### src/rtl/dllm_pkg.sv
// ----------------------------------------------------------------------------
// Doubly linked list manager package
// Operation codes, item types and sizing constants shared by the list
// manager, its link memory and its port checker.
// ----------------------------------------------------------------------------
package dllm_pkg;

  // Width of the node number carried by an item; it bounds the addressable
  // node space whatever the pool size.
  localparam int NODE_W      = 6;
  localparam int NODE_SPACE  = 1 << NODE_W;
  localparam int COUNT_W     = 7;
  localparam int NODES_DEFAULT = 64;

  typedef enum logic [1:0] {
    OP_INS_HEAD = 2'd0,
    OP_INS_TAIL = 2'd1,
    OP_REM_HEAD = 2'd2,
    OP_REM_NODE = 2'd3
  } op_t;

  typedef struct packed {
    op_t               operation;
    logic [NODE_W-1:0] node;
  } cmd_t;

  typedef struct packed {
    logic [NODE_W-1:0]  removed_node;
    logic               removed_valid;
    logic               misuse;
    logic [COUNT_W-1:0] node_count;
    logic               list_empty;
  } res_t;

endpackage

### src/rtl/dllm_link_ram.sv
// ----------------------------------------------------------------------------
// Link memory
// One write port and one registered read port; a read of the address being
// written in the same cycle returns the new data.
// ----------------------------------------------------------------------------
module dllm_link_ram #(
  parameter int DEPTH = dllm_pkg::NODES_DEFAULT,
  parameter int WIDTH = 7
) (
  input  logic                     clk,
  input  logic                     wr_en,
  input  logic [$clog2(DEPTH)-1:0] wr_addr,
  input  logic [WIDTH-1:0]         wr_data,
  input  logic                     rd_en,
  input  logic [$clog2(DEPTH)-1:0] rd_addr,
  output logic [WIDTH-1:0]         rd_data
);

  logic [WIDTH-1:0] mem [DEPTH];

  always_ff @(posedge clk) begin
    if (wr_en) begin
      mem[wr_addr] <= wr_data;
    end
  end

  always_ff @(posedge clk) begin
    if (rd_en) begin
      if (wr_en && (wr_addr == rd_addr)) begin
        rd_data <= wr_data;
      end else begin
        rd_data <= mem[rd_addr];
      end
    end
  end

endmodule

### src/rtl/doubly_linked_list_manager.sv
// ----------------------------------------------------------------------------
// Doubly linked list manager
// Keeps one doubly linked list over a pool of node numbers and performs one
// insert or removal per item, with a membership check on every node.
// ----------------------------------------------------------------------------
// The block accepts one item per clock cycle while the result is not
// stalled: the item is registered together with the link words it needs,
// then one short pass of logic updates the list and loads the result
// register. Each operation reads and writes at most one entry of each link
// memory, which is what sets that rate. The list starts empty at reset and
// needs no clearing pass, because a link entry is only ever used for a node
// whose membership bit is set, and those bits clear at once.
// Inserting a node that is already in the list, removing a named node that
// is not in it, or naming a node outside the pool leaves the list unchanged
// and raises misuse; removing the head of an empty list is simply a no-op.
module doubly_linked_list_manager #(
  parameter int NODES = dllm_pkg::NODES_DEFAULT
) (
  input  logic          clk,
  input  logic          rst,
  input  logic          cmd_valid,
  output logic          cmd_stall,
  input  dllm_pkg::cmd_t cmd,
  output logic          res_valid,
  input  logic          res_stall,
  output dllm_pkg::res_t res
);

  // Only node numbers that an item can name are ever stored, so the pool
  // held in hardware is the smaller of the two.
  localparam int DEPTH = (NODES < dllm_pkg::NODE_SPACE) ? NODES : dllm_pkg::NODE_SPACE;
  localparam int AW    = $clog2(DEPTH);
  localparam int LW    = $clog2(DEPTH + 1);
  localparam int CW    = LW;
  // The null link is the first number past the stored pool.
  localparam logic [LW-1:0] LINK_NULL = LW'(DEPTH);

  // Execute stage: the accepted item and the link words read for it.
  logic                        s1_valid;
  dllm_pkg::op_t               s1_op;
  logic [dllm_pkg::NODE_W-1:0] s1_node;
  logic                        s1_ok;
  logic [LW-1:0]               rd_next;
  logic [LW-1:0]               rd_prev;

  // List state.
  logic [LW-1:0]    head;
  logic [LW-1:0]    tail;
  logic [CW-1:0]    count;
  logic [DEPTH-1:0] in_list;

  logic [LW-1:0]    head_next;
  logic [LW-1:0]    tail_next;
  logic [CW-1:0]    count_next;
  logic [DEPTH-1:0] in_list_next;

  // Link memory write and read ports.
  logic          nx_we;
  logic [AW-1:0] nx_wa;
  logic [LW-1:0] nx_wd;
  logic          pv_we;
  logic [AW-1:0] pv_wa;
  logic [LW-1:0] pv_wd;
  logic [AW-1:0] nx_ra;
  logic [AW-1:0] pv_ra;

  logic cmd_fire;
  logic s1_move;

  logic [AW-1:0] s_idx;
  logic [LW-1:0] s_link;
  logic          member;
  logic [LW-1:0] prev_n;
  logic [LW-1:0] next_n;
  logic [LW-1:0] head_eff;

  logic [AW-1:0] removed;
  logic          removed_ok;
  logic          misuse;

  // The execute stage empties whenever the result register is free or is
  // being taken; a new item may then enter in the same cycle.
  assign s1_move   = s1_valid && (!res_valid || !res_stall);
  assign cmd_stall = s1_valid && !s1_move;
  assign cmd_fire  = cmd_valid && !cmd_stall;

  // A head removal needs the successor of the head as it will stand once
  // the item now executing has finished, so the read address follows the
  // next head value. Every other operation reads the links of its own node.
  assign head_eff = s1_move ? head_next : head;
  assign pv_ra    = AW'(cmd.node);
  assign nx_ra    = (cmd.operation == dllm_pkg::OP_REM_HEAD) ? AW'(head_eff) : AW'(cmd.node);

  dllm_link_ram #(
    .DEPTH (DEPTH),
    .WIDTH (LW)
  ) u_next_ram (
    .clk     (clk),
    .wr_en   (nx_we && s1_move),
    .wr_addr (nx_wa),
    .wr_data (nx_wd),
    .rd_en   (cmd_fire),
    .rd_addr (nx_ra),
    .rd_data (rd_next)
  );

  dllm_link_ram #(
    .DEPTH (DEPTH),
    .WIDTH (LW)
  ) u_prev_ram (
    .clk     (clk),
    .wr_en   (pv_we && s1_move),
    .wr_addr (pv_wa),
    .wr_data (pv_wd),
    .rd_en   (cmd_fire),
    .rd_addr (pv_ra),
    .rd_data (rd_prev)
  );

  always_ff @(posedge clk) begin
    if (rst) begin
      s1_valid <= 1'b0;
    end else if (cmd_fire) begin
      s1_valid <= 1'b1;
    end else if (s1_move) begin
      s1_valid <= 1'b0;
    end
  end

  always_ff @(posedge clk) begin
    if (cmd_fire) begin
      s1_op   <= cmd.operation;
      s1_node <= cmd.node;
      s1_ok   <= (32'(cmd.node) < NODES);
    end
  end

  // The stored links hold only what the list needs: the successor of every
  // member but the tail and the predecessor of every member but the head.
  // The ends are recognised by comparing with the head and tail registers,
  // so a link stored at an end of the list is never used.
  assign s_idx  = AW'(s1_node);
  assign s_link = LW'(s1_node);
  assign member = s1_ok && in_list[s_idx];

  always_comb begin
    head_next    = head;
    tail_next    = tail;
    count_next   = count;
    in_list_next = in_list;
    nx_we        = 1'b0;
    nx_wa        = s_idx;
    nx_wd        = head;
    pv_we        = 1'b0;
    pv_wa        = s_idx;
    pv_wd        = tail;
    removed      = '0;
    removed_ok   = 1'b0;
    misuse       = 1'b0;
    prev_n       = (s_link == head) ? LINK_NULL : rd_prev;
    next_n       = (s_link == tail) ? LINK_NULL : rd_next;

    unique case (s1_op)
      dllm_pkg::OP_INS_HEAD: begin
        if (!s1_ok || member) begin
          misuse = 1'b1;
        end else begin
          nx_we = 1'b1;
          nx_wa = s_idx;
          nx_wd = head;
          if (head == LINK_NULL) begin
            tail_next = s_link;
          end else begin
            pv_we = 1'b1;
            pv_wa = AW'(head);
            pv_wd = s_link;
          end
          head_next             = s_link;
          in_list_next[s_idx]   = 1'b1;
          count_next            = count + CW'(1);
        end
      end
      dllm_pkg::OP_INS_TAIL: begin
        if (!s1_ok || member) begin
          misuse = 1'b1;
        end else begin
          pv_we = 1'b1;
          pv_wa = s_idx;
          pv_wd = tail;
          if (tail == LINK_NULL) begin
            head_next = s_link;
          end else begin
            nx_we = 1'b1;
            nx_wa = AW'(tail);
            nx_wd = s_link;
          end
          tail_next             = s_link;
          in_list_next[s_idx]   = 1'b1;
          count_next            = count + CW'(1);
        end
      end
      dllm_pkg::OP_REM_HEAD: begin
        if (head != LINK_NULL) begin
          removed    = AW'(head);
          removed_ok = 1'b1;
          if (head == tail) begin
            head_next = LINK_NULL;
            tail_next = LINK_NULL;
          end else begin
            head_next = rd_next;
          end
          in_list_next[AW'(head)] = 1'b0;
          count_next              = count - CW'(1);
        end
      end
      dllm_pkg::OP_REM_NODE: begin
        if (!member) begin
          misuse = 1'b1;
        end else begin
          removed    = s_idx;
          removed_ok = 1'b1;
          if (s_link == head) begin
            head_next = next_n;
          end
          if (s_link == tail) begin
            tail_next = prev_n;
          end
          if (prev_n != LINK_NULL) begin
            nx_we = 1'b1;
            nx_wa = AW'(prev_n);
            nx_wd = next_n;
          end
          if (next_n != LINK_NULL) begin
            pv_we = 1'b1;
            pv_wa = AW'(next_n);
            pv_wd = prev_n;
          end
          in_list_next[s_idx] = 1'b0;
          count_next          = count - CW'(1);
        end
      end
      default: begin
        misuse = 1'b0;
      end
    endcase
  end

  always_ff @(posedge clk) begin
    if (rst) begin
      head    <= LINK_NULL;
      tail    <= LINK_NULL;
      count   <= '0;
      in_list <= '0;
    end else if (s1_move) begin
      head    <= head_next;
      tail    <= tail_next;
      count   <= count_next;
      in_list <= in_list_next;
    end
  end

  // Result register: holds the item until it is taken.
  always_ff @(posedge clk) begin
    if (rst) begin
      res_valid <= 1'b0;
    end else if (s1_move) begin
      res_valid <= 1'b1;
    end else if (!res_stall) begin
      res_valid <= 1'b0;
    end
  end

  always_ff @(posedge clk) begin
    if (s1_move) begin
      res.removed_node  <= dllm_pkg::NODE_W'(removed);
      res.removed_valid <= removed_ok;
      res.misuse        <= misuse;
      res.node_count    <= dllm_pkg::COUNT_W'(count_next);
      res.list_empty    <= (count_next == '0);
    end
  end

endmodule

### config.mk
export PLATFORM = sky130hd
export DESIGN_NAME = doubly_linked_list_manager
export DESIGN_NICKNAME = d
export VERILOG_FILES = /design/src/rtl/dllm_pkg.sv /design/src/rtl/dllm_link_ram.sv /design/src/rtl/doubly_linked_list_manager.sv
export SDC_FILE = /design/constraint.sdc
export NUM_CORES = 1
export LEC_CHECK = 0
export BUFFER_PORTS_ARGS = -buffer_cell sky130_fd_sc_hd__buf_2
export CORE_ASPECT_RATIO = 1.4
export CORE_MARGIN = 3
export CORE_UTILIZATION = 25
export DETAILED_ROUTE_END_ITERATION = 8
export PLACE_DENSITY = 0.42
export SYNTH_ARGS = -nofsm -noshare
export SYNTH_HDL_FRONTEND = slang
export SYNTH_SLANG_ARGS = --single-unit
### constraint.sdc
create_clock -name clk -period 6.7 [get_ports clk]
set_input_delay 0.67 -clock clk [delete_from_list [all_inputs] [get_ports clk]]
set_output_delay 0.67 -clock clk [all_outputs]
set_load 0.02 [all_outputs]
# --- Word level (Yosys, flattened, before mapping) ---
# Memory sizes are Yosys's and may differ from the RTL's. A register that Yosys moved wholly into a read port is not among the register bits.
# Index checks and enable logic that the tools add are counted.
word_totals:
  reg_bits: 111
  latchBits: 0
  ram_bits: 896
  mem_bits_ro: 0
  in_bits: 12
  out_inout_bits: 18
  n_memories: 2
mem_list:
  columns: ["name", "depth", "width", "read_ports", "rd_ports_with_merged_regs", "wr", "line_no", "text"]
  rows:
  - ["u_next_ram.mem", 64, 7, 1, 1, 1, "dllm_link_ram.sv:19", "logic [WIDTH-1:0] mem [DEPTH];"]
  - ["u_prev_ram.mem", 64, 7, 1, 1, 1, "dllm_link_ram.sv:19", null]
op_classes:
  add_sub_neg: 2
  multipliers: 0
  div: 0
  order_cmp: 4
  eq_ne: 23
  n_shift: 0
  n_mux: 80
  bitwise: 5
  n_reduce_logical: 19
ops:
  columns: ["cell", "count"]
  rows:
  - ["2-to-1 mux 64 bit", 3]
  - ["case mux 64 bit (3 select lines)", 1]
  - ["2-to-1 mux 7 bit", 27]
  - ["bitwise AND 64 bit", 2]
  - ["NOT 64 bit", 2]
  - ["2-to-1 mux 6 bit", 12]
  - ["OR 64 bit", 1]
  - ["case mux 7 bit (4 select lines)", 2]
  - ["case mux 6 bit (2 select lines)", 3]
  - ["case mux 7 bit (2 select lines)", 2]
  - ["2-to-1 mux 1 bit", 22]
  - ["inequality test 7 bit (second input constant)", 3]
  - ["case mux 7 bit (3 select lines)", 1]
  - ["inequality test 2 bit (second input constant)", 10]
  - ["== test 6 x 7 -> 1 bit", 2]
  - ["== test 7 bit (second input constant)", 2]
  - ["less-than comparator 6 x 7 -> 1 bit (second input constant)", 2]
  - ["demux 1 bit (select 6 bit)", 2]
  - ["greater-or-equal comparator 6 x 1 -> 1 bit (second input constant)", 2]
  - ["AND reduction 8 bit", 1]
  - ["adder 7 x 1 -> 7 bit (second input constant)", 1]
  - ["== test 7 bit", 1]
  - ["logical AND 1 bit", 7]
  - ["logical NOT 7 bit", 1]
  - ["other kinds (14)", 21]

# --- Longest topological paths before layout ---
# Gate-level depths: netlist (run 1).
logic_depth:
  word_depth: 9
  depth_mapped: 20
  mapped_depth_nobuf: 14

# --- Cells and area by module ---
# From an unflattened synthesis (run 1), not the netlist that was laid out.
unflattened:
  cells_unflattened: 2963
  hier_area_um2: 44600.3
modules_own_cells:
  columns: ["module", "instances", "cells_each", "area_per_inst_um2", "seq_area_each_um2"]
  rows:
  - ["dllm_link_ram at u_prev_ram", 1, 928, 18231.2, 13663.1]
  - ["dllm_link_ram at u_next_ram", 1, 928, 18192.4, 13663.1]
  - ["doubly_linked_list_manager", 1, 1107, 8176.6, 2462.4]

# --- Worst setup path before layout (run 1) ---
# OpenSTA, ideal clock, no wires.
synth_path:
  path_type: "flip-flop to flip-flop"
  from: "reg s1_node[2] (netlist name)"
  to: "mem u_prev_ram.mem[0][0] (data pin)"
  setup_time_ps: 710
  arrival_time_ps: 4917
  t_required_ps: 5990
  setup_slack_ps: 1074
  path_stages_with_launch: 15
  n_path_buf: 4
  cell_sequence: "edfxtp_1 -> buf_2 -> and2_1 -> clkbuf_2 -> a22oi_1 -> nand3_1 -> and4_1 -> buf_4 -> nand2_2 -> buf_4 -> and3_1 -> nand2_1 -> nor2_1 -> a21oi_1 -> o21ai_0"
synth_via:
  elab_chain_len: 6
  word_cells_on_any_way: 11
  classes_between: "3 x eq/ne; 8 x mux"
synth_lines:
  columns: ["item", "line_no", "text"]
  rows:
  - ["start: declaration", "doubly_linked_list_manager.sv:41", "logic [dllm_pkg::NODE_W-1:0] s1_node;"]
  - ["start signal: assignment", "doubly_linked_list_manager.sv:133", "s1_node <= cmd.node;"]
  - ["== test 6 x 7 -> 1 bit", "doubly_linked_list_manager.sv:161", "next_n = (s_link == tail) ? LINK_NULL : rd_next;"]
  - ["2-to-1 mux 7 bit", "doubly_linked_list_manager.sv:161", null]
  - ["inequality test 7 bit", "doubly_linked_list_manager.sv:233", "if (next_n != LINK_NULL) begin"]
  - ["2-to-1 mux 7 bit", "doubly_linked_list_manager.sv:233", null]
  - ["2-to-1 mux 7 bit", "doubly_linked_list_manager.sv:217", "if (!member) begin"]
  - ["case mux 7 bit (2 select lines) *", "doubly_linked_list_manager.sv:163", "unique case (s1_op)"]
  - ["via pv_wd[0]", "doubly_linked_list_manager.sv:63", "logic [LW-1:0] pv_wd;"]
  - ["end: declaration", "dllm_link_ram.sv:19", null]
# Mark *: on every way through the listed nets, which the timed path passes. The rest lies on a longest branch. The select of a mux whose other input is x is not followed.

# --- Final worst setup path (run 1) ---
layout_path:
  from: "reg s1_node[2] (netlist name)"
  to: "reg u_next_ram.rd_data[4] (read register of u_next_ram.mem) (data pin)"
layout_via:
  elab_chain_len: 7
  word_cells_on_any_way: 13
  classes_between: "2 x eq/ne; 11 x mux"
layout_lines:
  columns: ["item", "line_no", "text"]
  rows:
  - ["branches (longest 4 deep; another with 2-to-1 mux 7 bit)", null, null]
  - ["case mux 7 bit (4 select lines) *", "doubly_linked_list_manager.sv:163", null]
  - ["2-to-1 mux 6 bit *", null, null]
  - ["2-to-1 mux 6 bit *", "doubly_linked_list_manager.sv:92", "assign nx_ra = (cmd.operation == dllm_pkg::OP_REM_HEAD) ? AW'(head_eff) : AW'(cmd.node);"]
  - ["end: declaration", "dllm_link_ram.sv:16", "output logic [WIDTH-1:0] rd_data"]
# Every way passes the cells marked *. The select of a mux whose other input is x is not followed.
# A chain may end at the register's enable or synchronous reset.

==> impl_results.html, run 1 <==
<table>
<tr><th>Metric</th><th>Value</th></tr>
<tr><th colspan="2">Logic synthesis</th></tr>
<tr><td>Synth Instances</td><td>3179</td></tr>
<tr><td>Most instantiated flip-flop cell in the synthesis netlist</td><td>edfxtp_1</td></tr>
<tr><td>Number of warnings printed during yosys synthesis</td><td>0</td></tr>
<tr><td>Share of synthesized registers carrying an async set or reset</td><td>0%</td></tr>
<tr><td>Number of enable-type register cells in the synthesized netlist</td><td>~930</td></tr>
<tr><td>Unique cell type count in the Yosys netlist</td><td>96</td></tr>
<tr><td>Post-Synthesis Mean Instance Area</td><td>14.0 µm²</td></tr>
<tr><td>Net Count, Synth</td><td>3197</td></tr>
<tr><td>Synthesized flop and latch total</td><td>1021</td></tr>
<tr><td>Cell area after synthesis</td><td>44500 µm²</td></tr>
<tr><td>Fraction of the yosys area taken by sequential cells</td><td>66.9%</td></tr>
<tr><th colspan="2">Layout</th></tr>
<tr><td>Post-route cell area</td><td>51400 µm²</td></tr>
<tr><td>Number of nets in the layout</td><td>3268</td></tr>
<tr><td>Share of cells above drive strength 1</td><td>about 17%</td></tr>
<tr><td>Most frequent standard cell in the layout excluding fill and tap cells</td><td>edfxtp_1</td></tr>
<tr><td>Most frequent cells in the layout</td><td>edfxtp_1 (934), nand2_1 (435), nor2_1 (263)</td></tr>
<tr><td>Layout Area Growth over Synthesis</td><td>15.4%</td></tr>
<tr><th colspan="2">Worst setup path</th></tr>
<tr><td>Critical Path End Type</td><td>flip-flop</td></tr>
<tr><td>Largest fanout on the critical path</td><td>42</td></tr>
<tr><td>CP Launch Type</td><td>flip-flop</td></tr>
<tr><td>Number of cells on the worst reg-to-reg path</td><td>14</td></tr>
<tr><td>Type of the worst setup path</td><td>flip-flop to flip-flop</td></tr>
<tr><td>Required time worst endpoint</td><td>7.28 ns</td></tr>
<tr><td>Reg2Reg Setup Slack</td><td>roughly 0.93 ns</td></tr>
<tr><td>Arrival time worst endpoint</td><td>6.35 ns</td></tr>
<tr><th colspan="2">Placement</th></tr>
<tr><td>Dpl cell area</td><td>between 40000 and 50000 µm²</td></tr>
<tr><td>Number of port buffers</td><td>29</td></tr>
<tr><td>Last weighted congestion value of the routability-driven placer</td><td>0.879</td></tr>
<tr><td>HPWL after detailed placement</td><td>94.9 mm</td></tr>
<tr><th colspan="2">STA</th></tr>
<tr><td>Count of pins over their slew limit</td><td>0</td></tr>
<tr><td>Headroom to the max-slew limit</td><td>17.7%</td></tr>
<tr><td>Final-report hold violation count</td><td>0</td></tr>
<tr><td>Period minus WS final</td><td>5.77 ns</td></tr>
<tr><td>Achievable frequency</td><td>173 MHz</td></tr>
<tr><td>Portion of the clock cycle consumed by the worst path in the final layout</td><td>86.1%</td></tr>
<tr><td>Slew at the pin closest to its max-slew limit</td><td>around 1.2 ns</td></tr>
<tr><td>Final setup violation count</td><td>0</td></tr>
<tr><td>Final clock skew</td><td>0.0377 ns</td></tr>
<tr><td>Setup repair after global routing missed its margin</td><td>no</td></tr>
<tr><td>Setup TNS</td><td>0 ns</td></tr>
<tr><th colspan="2">Floorplan</th></tr>
<tr><td>FP Rows</td><td>182</td></tr>
<tr><td>Core Region</td><td>176000 µm²</td></tr>
<tr><td>Die height</td><td>just over 500 µm</td></tr>
<tr><td>Die Area</td><td>183000 µm²</td></tr>
<tr><td>Initial Util</td><td>25.3%</td></tr>
<tr><td>Boundary Pins</td><td>30</td></tr>
<tr><td>Die boundary width</td><td>between 300 and 400 µm</td></tr>
<tr><th colspan="2">Global route</th></tr>
<tr><td>Number of global-route vias before repair</td><td>28200</td></tr>
<tr><td>Pin count of the biggest net entering global routing</td><td>between 70 and 80</td></tr>
<tr><td>Gr usage total</td><td>15.5%</td></tr>
<tr><td>Global-route wire length before repair</td><td>about 210 mm</td></tr>
<tr><td>Overflow after GRT</td><td>0</td></tr>
<tr><td>Number of antenna violations at the first check in global routing</td><td>6</td></tr>
<tr><th colspan="2">CTS</th></tr>
<tr><td>Clock-pin slew of the registers on the worst-case setup and hold paths</td><td>0.06 ns</td></tr>
<tr><td>Root Buffer</td><td>clkbuf_16</td></tr>
<tr><td>Insertion delay of the later-clocked pin in the worst-skew pair</td><td>0.72 ns</td></tr>
<tr><td>Largest buffer count on any clock path</td><td>3</td></tr>
<tr><td>Cts bufs inserted</td><td>102</td></tr>
<tr><td>Number of buffers added for setup after CTS</td><td>0</td></tr>
<tr><td>TritonCTS clock tree</td><td>done</td></tr>
<tr><td>Quantity of gates resized following cts</td><td>0</td></tr>
<tr><td>H-tree lvl count</td><td>3</td></tr>
<tr><td>Num Clock Sinks</td><td>1021</td></tr>
<tr><td>Count of hold buffers inserted by post-cts repair</td><td>0</td></tr>
<tr><th colspan="2">Pwr</th></tr>
<tr><td>Share of power burned in combinational logic</td><td>11.8%</td></tr>
<tr><td>Pwr dens</td><td>290 nW/µm²</td></tr>
<tr><td>Net switching power of the design</td><td>a little under 4000 µW</td></tr>
<tr><td>Max IR drop VDD</td><td>0.000182 V</td></tr>
<tr><td>Int Power</td><td>roughly 11000 µW</td></tr>
<tr><td>Share of power burned in the clock network</td><td>approximately two fifths</td></tr>
<tr><td>Switching share of power</td><td>26.1%</td></tr>
<tr><td>Sequential power share</td><td>48.6%</td></tr>
<tr><td>Static power due to leakage</td><td>0.0165 µW</td></tr>
<tr><th colspan="2">Detailed routing</th></tr>
<tr><td>Post-route antenna net violation count</td><td>0</td></tr>
<tr><td>Total DRC errors in the routed layout</td><td>0</td></tr>
<tr><td>Routed via count divided by cell count</td><td>4.99</td></tr>
<tr><td>DRC marker count from the first detailed-route iteration</td><td>2518</td></tr>
<tr><td>Drt total wl</td><td>between 100 and 150 mm</td></tr>
<tr><td>WL/cell</td><td>~26 µm</td></tr>
<tr><td>Detailed-router iteration count before antenna repair</td><td>7</td></tr>
<tr><td>Routed via count</td><td>28100</td></tr>
<tr><th colspan="2">Hold path</th></tr>
<tr><td>Class of the most critical hold timing path</td><td>input pin to flip-flop</td></tr>
<tr><td>Number of cells traversed by the worst hold path</td><td>3</td></tr>
<tr><th colspan="2">Outcome</th></tr>
<tr><td>Run status</td><td>completed</td></tr>
<tr><th colspan="2">Job</th></tr>
<tr><td>Number of violations of the max-capacitance limit</td><td>0</td></tr>
</table>
-- power by group through the flow --
| stage | Combinational (µW) | Sequential, µW | Clock (µW) |
|---|---|---|---|
| global route | 1880 | 7240 | 6290 |
| finish | 1760 | 7240 | 5910 |
| global placement | 1770 | 7380 | 0 |
| CTS | 1780 | 7240 | 6090 |
| floorplan | 1040 | 7350 | 0 |
| detailed placement | 1770 | 7370 | 0 |
-- routing by layer --
layer | wire (µm) | share of wire, % | vias to the layer above | GRT usage [%]
met5 | 47 | 0.032 | - | 0
met4 | 4770 | 3.3 | 8 | 5.40
met3 | 6840 | 4.7 | 234 | 2.28
met2 | 74000 | 51 | 856 | 27.4
met1 | 59700 | 41 | 14600 | 19.3
li1 | - | - | 12500 | -
-- through the flow --
stage	total power (µW)	util, %	setup slack [ns]	hold slack [ns]	instances
final	14900	29.1	0.932	0.187	5637
after global routing	15400	29.1	0.521	0.181	5635
after CTS	15100	29.1	0.899	0.109	5634
after detailed placement	9150	27.2	0.930	0.463	5446
after global placement	9150	27.2	0.985	0.458	5446
after floorplan	8390	-	1.07	0.441	3179
-- worst max-delay path, cell delays in order (launching register included) --
cell and delay (ns):
edfxtp_1 0.59, nor2b_1 0.56, a22oi_1 0.19, nand3_1 0.17, nand4_2 0.31, nor3_2 0.55
mux2i_1 0.54, o221a_4 0.83, buf_4 0.41, nand2_1 0.10, a311oi_1 0.38, o211ai_1 0.16
and3_1 0.25, nor4_1 0.33, a311o_1 0.17
-- cell families after synthesis --
family,after synthesis,share of synthesized area [%]
compound gates,580,8.95
fa+ha+maj,6,0.169
mux,295,10.8
flops,1021,66.9
xor+xnor,32,0.630
simple gates,1000,10.0
buf+inv,245,2.49
-- state kept, by name, indices dropped and copies added (netlist names) --
register            flops
u_next_ram.mem        448
s1_op                   2
s1_node                 6
count                   7
u_next_ram.rd_data      7
res_valid               1
head                    7
tail                    7
in_list                64
res                    16
u_prev_ram.rd_data      7
u_prev_ram.mem        448
s1_valid                1
-- Yosys cell counts, types with 12 or more instances --
master	count	area [µm²]
and3_1	55	344
mux2i_1	128	1280
or3_1	14	87.6
a311oi_1	23	201
o21ai_0	137	686
dfxtp_1	87	1740
nor2_1	265	995
xnor2_1	15	131
o221ai_1	12	105
clkbuf_1	111	417
a22oi_1	76	571
nand3_1	107	536
buf_1	23	86.3
xor2_1	17	149
nor2b_1	12	75.1
nor4_1	12	75.1
o211ai_1	14	105
nor3_1	29	145
a32oi_1	16	140
nand4_1	23	144
a211oi_1	15	113
a221oi_1	16	140
o22ai_1	48	300
buf_4	19	143
nand2_1	436	1640
edfxtp_1	934	28000
mux2_2	19	214
inv_1	21	78.8
mux4_2	148	3330
a31oi_1	23	144
buf_2	64	320
a21oi_1	90	450
-- path summary, 6_finish.rpt --
kind	end	startpoint
setup reg to reg	u_next_ram.rd_data[4]$_DFFE_PP_	s1_node[2]$_DFFE_PP_
setup / recovery	u_next_ram.rd_data[4]$_DFFE_PP_	s1_node[2]$_DFFE_PP_
hold reg to reg	in_list[47]$_SDFFE_PP0P_	in_list[47]$_SDFFE_PP0P_
hold / removal	s1_valid$_SDFFE_PP0P_	cmd_valid
-- area by class of cell --
type                            count  area, µm²
Fill cell                       17800     125000
Sequential cell                  1021      29800
Multi-Input combinational cell   1913      13800
Tap cell                         2300       2880
Clock buffer                      127       2730
Timing Repair Buffer              190       1460
Clock inverter                     61        659
Inverter                           22       82.6
Antenna cell                        3       7.51
Power figures use the tool's default switching activity.
==> inputs of run 2 (changes only) <==
Settings changed: SYNTH_HIERARCHICAL set to 1.
Clock period 6.7 ns to 6.3 ns, I/O delays scaled along.
==> run 2 against run 1 <==
Net effect: power grew 1.2%; maximum frequency down 2.9%; synthesized cell count fell by 6.8%; combinational power is 17% lower; non-clock buffer count is 26 lower; hold slack got worse by 0.074 ns; critical path type unchanged; clock-buffer cell count increased by 4; first-iteration DRC count decreased by 13%; final area decreased by 0.58%; flip-flop and latch count stayed put; wire length down 7.1%.
==> impl_results.html, run 2 <==
<table>
<tr><th>Metric</th><th>Value</th></tr>
<tr><th colspan="2">Outcome</th></tr>
<tr><td>Run status</td><td>completed</td></tr>
<tr><th colspan="2">Worst setup path</th></tr>
<tr><td>Cell seen most often among critical-path stages</td><td>buf_4</td></tr>
<tr><td>Arrival time worst endpoint</td><td>6.25 ns</td></tr>
<tr><td>Critical Path End Type</td><td>flip-flop</td></tr>
<tr><td>Cell type of the slowest stage on the worst timing path</td><td>nor2_1</td></tr>
<tr><td>Largest stage delay on the critical path</td><td>a little over 0.8 ns</td></tr>
<tr><td>Number of cells on the worst reg-to-reg path</td><td>15</td></tr>
<tr><td>Required time worst endpoint</td><td>between 6 and 7 ns</td></tr>
<tr><td>Cell-by-cell listing of the critical path</td><td>buf_4 -&gt; mux2i_1 -&gt; a22oi_1 -&gt; nand3_1 -&gt; nand4_2 -&gt; or2_1 -&gt; buf_4 -&gt; nor2_1 -&gt; buf_4 -&gt; o221ai_1 -&gt; nand2_1 -&gt; o21ai_0 -&gt; nor2b_1 -&gt; nand3_1 -&gt; nor2_1</td></tr>
<tr><td>Largest fanout on the critical path</td><td>29</td></tr>
<tr><td>Type of the worst setup path</td><td>flip-flop to flip-flop</td></tr>
<tr><td>CP Launch Type</td><td>flip-flop</td></tr>
<tr><th colspan="2">Logic synthesis</th></tr>
<tr><td>Number of warnings printed during yosys synthesis</td><td>6</td></tr>
<tr><td>Dominant cells by area after synthesis</td><td>edfxtp_1 (63%), mux2i_1 (5.4%), mux4_2 (4.7%)</td></tr>
<tr><td>Unique cell type count in the Yosys netlist</td><td>78</td></tr>
<tr><td>Fraction of the yosys area taken by sequential cells</td><td>66.8%</td></tr>
<tr><td>Synthesized flop and latch total</td><td>between 1000 and 1500</td></tr>
<tr><td>Most instantiated flip-flop cell in the synthesis netlist</td><td>edfxtp_1</td></tr>
<tr><td>Top cells by instance count after synthesis</td><td>edfxtp_1 (934), mux2i_1 (241), o21ai_0 (229), nor2_1 (206), nand2_1 (189)</td></tr>
<tr><td>Library cell occupying the most area in the post-synthesis netlist</td><td>edfxtp_1</td></tr>
<tr><td>Post-Synthesis Mean Instance Area</td><td>15.1 µm²</td></tr>
<tr><td>Cell area after synthesis</td><td>44600 µm²</td></tr>
<tr><td>Net Count, Synth</td><td>between 2000 and 3000</td></tr>
<tr><td>Area share of the leading cell type in the synthesized netlist</td><td>62.9%</td></tr>
<tr><td>Number of enable-type register cells in the synthesized netlist</td><td>934</td></tr>
<tr><td>Library cell with the highest instance count after synthesis</td><td>edfxtp_1</td></tr>
<tr><td>Synth Instances</td><td>2963</td></tr>
<tr><td>Share of synthesized registers carrying an async set or reset</td><td>0%</td></tr>
<tr><th colspan="2">Floorplan</th></tr>
<tr><td>Initial Util</td><td>about a quarter</td></tr>
<tr><td>Boundary Pins</td><td>30</td></tr>
<tr><td>Die boundary width</td><td>363 µm</td></tr>
<tr><td>Die height</td><td>506 µm</td></tr>
<tr><td>Die Area</td><td>184000 µm²</td></tr>
<tr><td>FP Rows</td><td>182</td></tr>
<tr><td>Core Region</td><td>176000 µm²</td></tr>
<tr><th colspan="2">STA</th></tr>
<tr><td>Setup TNS</td><td>0 ns</td></tr>
<tr><td>Count of pins over their slew limit</td><td>0</td></tr>
<tr><td>Smallest setup slack after layout</td><td>0.361 ns</td></tr>
<tr><td>Hold Worst Slack</td><td>0.113 ns</td></tr>
<tr><td>Period minus WS final</td><td>5.94 ns</td></tr>
<tr><td>Slew at the pin closest to its max-slew limit</td><td>1.21 ns</td></tr>
<tr><td>Achievable frequency</td><td>168 MHz</td></tr>
<tr><td>Portion of the clock cycle consumed by the worst path in the final layout</td><td>a little over nine tenths</td></tr>
<tr><td>Headroom to the max-slew limit</td><td>between 10% and 20%</td></tr>
<tr><td>Final clock skew</td><td>between 0.08 and 0.09 ns</td></tr>
<tr><td>Final setup violation count</td><td>0</td></tr>
<tr><td>Setup repair after global routing missed its margin</td><td>no</td></tr>
<tr><td>Final-report hold violation count</td><td>0</td></tr>
<tr><th colspan="2">Global route</th></tr>
<tr><td>Global-route wire length before repair</td><td>196 mm</td></tr>
<tr><td>Overflow after GRT</td><td>0</td></tr>
<tr><td>Number of global-route vias before repair</td><td>26900</td></tr>
<tr><td>Gr usage total</td><td>between 10 and 15%</td></tr>
<tr><td>Pin count of the biggest net entering global routing</td><td>88</td></tr>
<tr><td>Number of antenna violations at the first check in global routing</td><td>2</td></tr>
<tr><th colspan="2">Layout</th></tr>
<tr><td>Layout Area Growth over Synthesis</td><td>14.5%</td></tr>
<tr><td>Number of nets in the layout</td><td>3040</td></tr>
<tr><td>Final design utilization</td><td>between 20 and 30%</td></tr>
<tr><td>Share of cells above drive strength 1</td><td>between 10 and 15%</td></tr>
<tr><td>Top Registers</td><td>u_next_ram/mem: 448 flops, u_prev_ram/mem: 448 flops, in_list: 64 flops</td></tr>
<tr><td>Most frequent standard cell in the layout excluding fill and tap cells</td><td>edfxtp_1</td></tr>
<tr><td>Most frequent cells in the layout</td><td>edfxtp_1 (934), mux2i_1 (241), o21ai_0 (222)</td></tr>
<tr><th colspan="2">Detailed routing</th></tr>
<tr><td>Detailed-router iteration count before antenna repair</td><td>6</td></tr>
<tr><td>Routed via count</td><td>26700</td></tr>
<tr><td>WL/cell</td><td>25.0 µm</td></tr>
<tr><td>Post-route antenna net violation count</td><td>0</td></tr>
<tr><td>DRC marker count from the first detailed-route iteration</td><td>around 2200</td></tr>
<tr><td>Drt total wl</td><td>135 mm</td></tr>
<tr><td>Routed via count divided by cell count</td><td>4.94</td></tr>
<tr><td>Total DRC errors in the routed layout</td><td>0</td></tr>
<tr><th colspan="2">Placement</th></tr>
<tr><td>Last weighted congestion value of the routability-driven placer</td><td>0.852</td></tr>
<tr><td>Number of port buffers</td><td>29</td></tr>
<tr><td>HPWL after detailed placement</td><td>87.1 mm</td></tr>
<tr><td>Setup WS pre-CTS</td><td>between 0.3 and 0.4 ns</td></tr>
<tr><th colspan="2">Pwr</th></tr>
<tr><td>Int Power</td><td>11300 µW</td></tr>
<tr><td>Static power due to leakage</td><td>~0.017 µW</td></tr>
<tr><td>Share of power burned in combinational logic</td><td>9.7%</td></tr>
<tr><td>Switching share of power</td><td>24.9%</td></tr>
<tr><td>Share of power burned in the clock network</td><td>about two fifths</td></tr>
<tr><td>Sequential power share</td><td>50.4%</td></tr>
<tr><td>Total design power</td><td>15100 µW</td></tr>
<tr><td>Net switching power of the design</td><td>roughly 3800 µW</td></tr>
<tr><td>Pwr dens</td><td>296 nW/µm²</td></tr>
<tr><td>Max IR drop VDD</td><td>0.000198 V</td></tr>
<tr><th colspan="2">CTS</th></tr>
<tr><td>Cts bufs inserted</td><td>103</td></tr>
<tr><td>Count of hold buffers inserted by post-cts repair</td><td>0</td></tr>
<tr><td>Largest buffer count on any clock path</td><td>3</td></tr>
<tr><td>Root Buffer</td><td>clkbuf_16</td></tr>
<tr><td>Num Clock Sinks</td><td>1021</td></tr>
<tr><td>H-tree lvl count</td><td>3</td></tr>
<tr><td>Clock-pin slew of the registers on the worst-case setup and hold paths</td><td>0.06 ns</td></tr>
<tr><td>TritonCTS clock tree</td><td>done</td></tr>
<tr><td>Insertion delay of the later-clocked pin in the worst-skew pair</td><td>0.74 ns</td></tr>
<tr><th colspan="2">Hold path</th></tr>
<tr><td>Number of cells traversed by the worst hold path</td><td>1</td></tr>
<tr><td>Class of the most critical hold timing path</td><td>input pin to flip-flop</td></tr>
<tr><th colspan="2">Job</th></tr>
<tr><td>Number of violations of the max-capacitance limit</td><td>0</td></tr>
</table>
[run 2: cell types whose count changed after synthesis, moves of 59 or more]
cell | before | now
a22oi_1 | 76 | 163
mux2i_1 | 128 | 241
nand2_1 | 436 | 189
nor2_1 | 265 | 206
o21ai_0 | 137 | 229
[run 2: metrics by stage]
step                area [µm²]  instances
detailed placement       47800       5217
floorplan                44600       2963
finish                   51100       5410
global placement         47800       5217
global route             51100       5409
CTS                      51100       5408
[run 2: cell families (layout without fill, tap and decap cells)]
group           Yosys count  in the layout  share of synthesized area [%]
buf+inv                 233            378                           2.88
fa+ha+maj                 6              6                          0.168
xor+xnor                 34             34                          0.668
flops                  1021           1021                           66.8
compound gates          639            639                           9.20
other cells               0              2                              0
mux                     401            401                           13.6
simple gates            629            629                           6.65
[run 2: worst paths after layout]
| check | to | start | slack [ns] |
|---|---|---|---|
| setup / recovery | u_prev_ram/mem[3][1]$_DFFE_PP_ | s1_node[0]$_DFFE_PP_ | 0.36 |
| hold / removal | s1_op[1]$_DFFE_PP_ | cmd[7] | 0.11 |
| setup reg to reg | u_prev_ram/mem[3][1]$_DFFE_PP_ | s1_node[0]$_DFFE_PP_ | 0.36 |
| hold reg to reg | res_valid$_SDFFE_PP0P_ | s1_valid$_SDFFE_PP0P_ | 0.48 |
[run 2: what timing repair did]
action | in CTS | in global routing
resized for setup | 0 | 2
buffers inserted | 0 | 0
setup endpoints to repair | 0 | 3
[run 2: worst max-delay path, delay by kind of cell (launching register included)]
| kind | cells | cell delay [ns] |
|---|---|---|
| AOI/OAI and AO/OA | 3 | 0.64 |
| DFF | 1 | 0.46 |
| buffers and inverters | 3 | 0.92 |
| muxes | 1 | 0.26 |
| and+or+nand+nor | 8 | 3.20 |
[run 2: per-layer routing]
metal	track usage [%]	wire length [µm]	vias to the layer above
met5	0	0	-
met4	5.57	5120	0
met3	1.83	5680	238
met2	25.8	70200	776
met1	17.5	54100	13800
li1	-	-	11900
[run 2: layout make-up]
cell class,instances,area [µm²]
Fill cell,17600,125000
Sequential cell,1021,29800
Multi-Input combinational cell,1709,13800
Tap cell,2300,2880
Clock buffer,131,2730
Timing Repair Buffer,164,1260
Clock inverter,60,542
Inverter,23,86.3
Antenna cell,2,5.00
[run 2: power groups by stage]
stage / Sequential, µW / Clock [µW] / Combinational (µW)
after floorplan: 7740 / 0 / 914
after global placement: 7750 / 0 / 1470
after detailed placement: 7750 / 0 / 1480
after CTS: 7600 / 6240 / 1480
after global routing: 7600 / 6490 / 1570
final: 7600 / 6020 / 1460
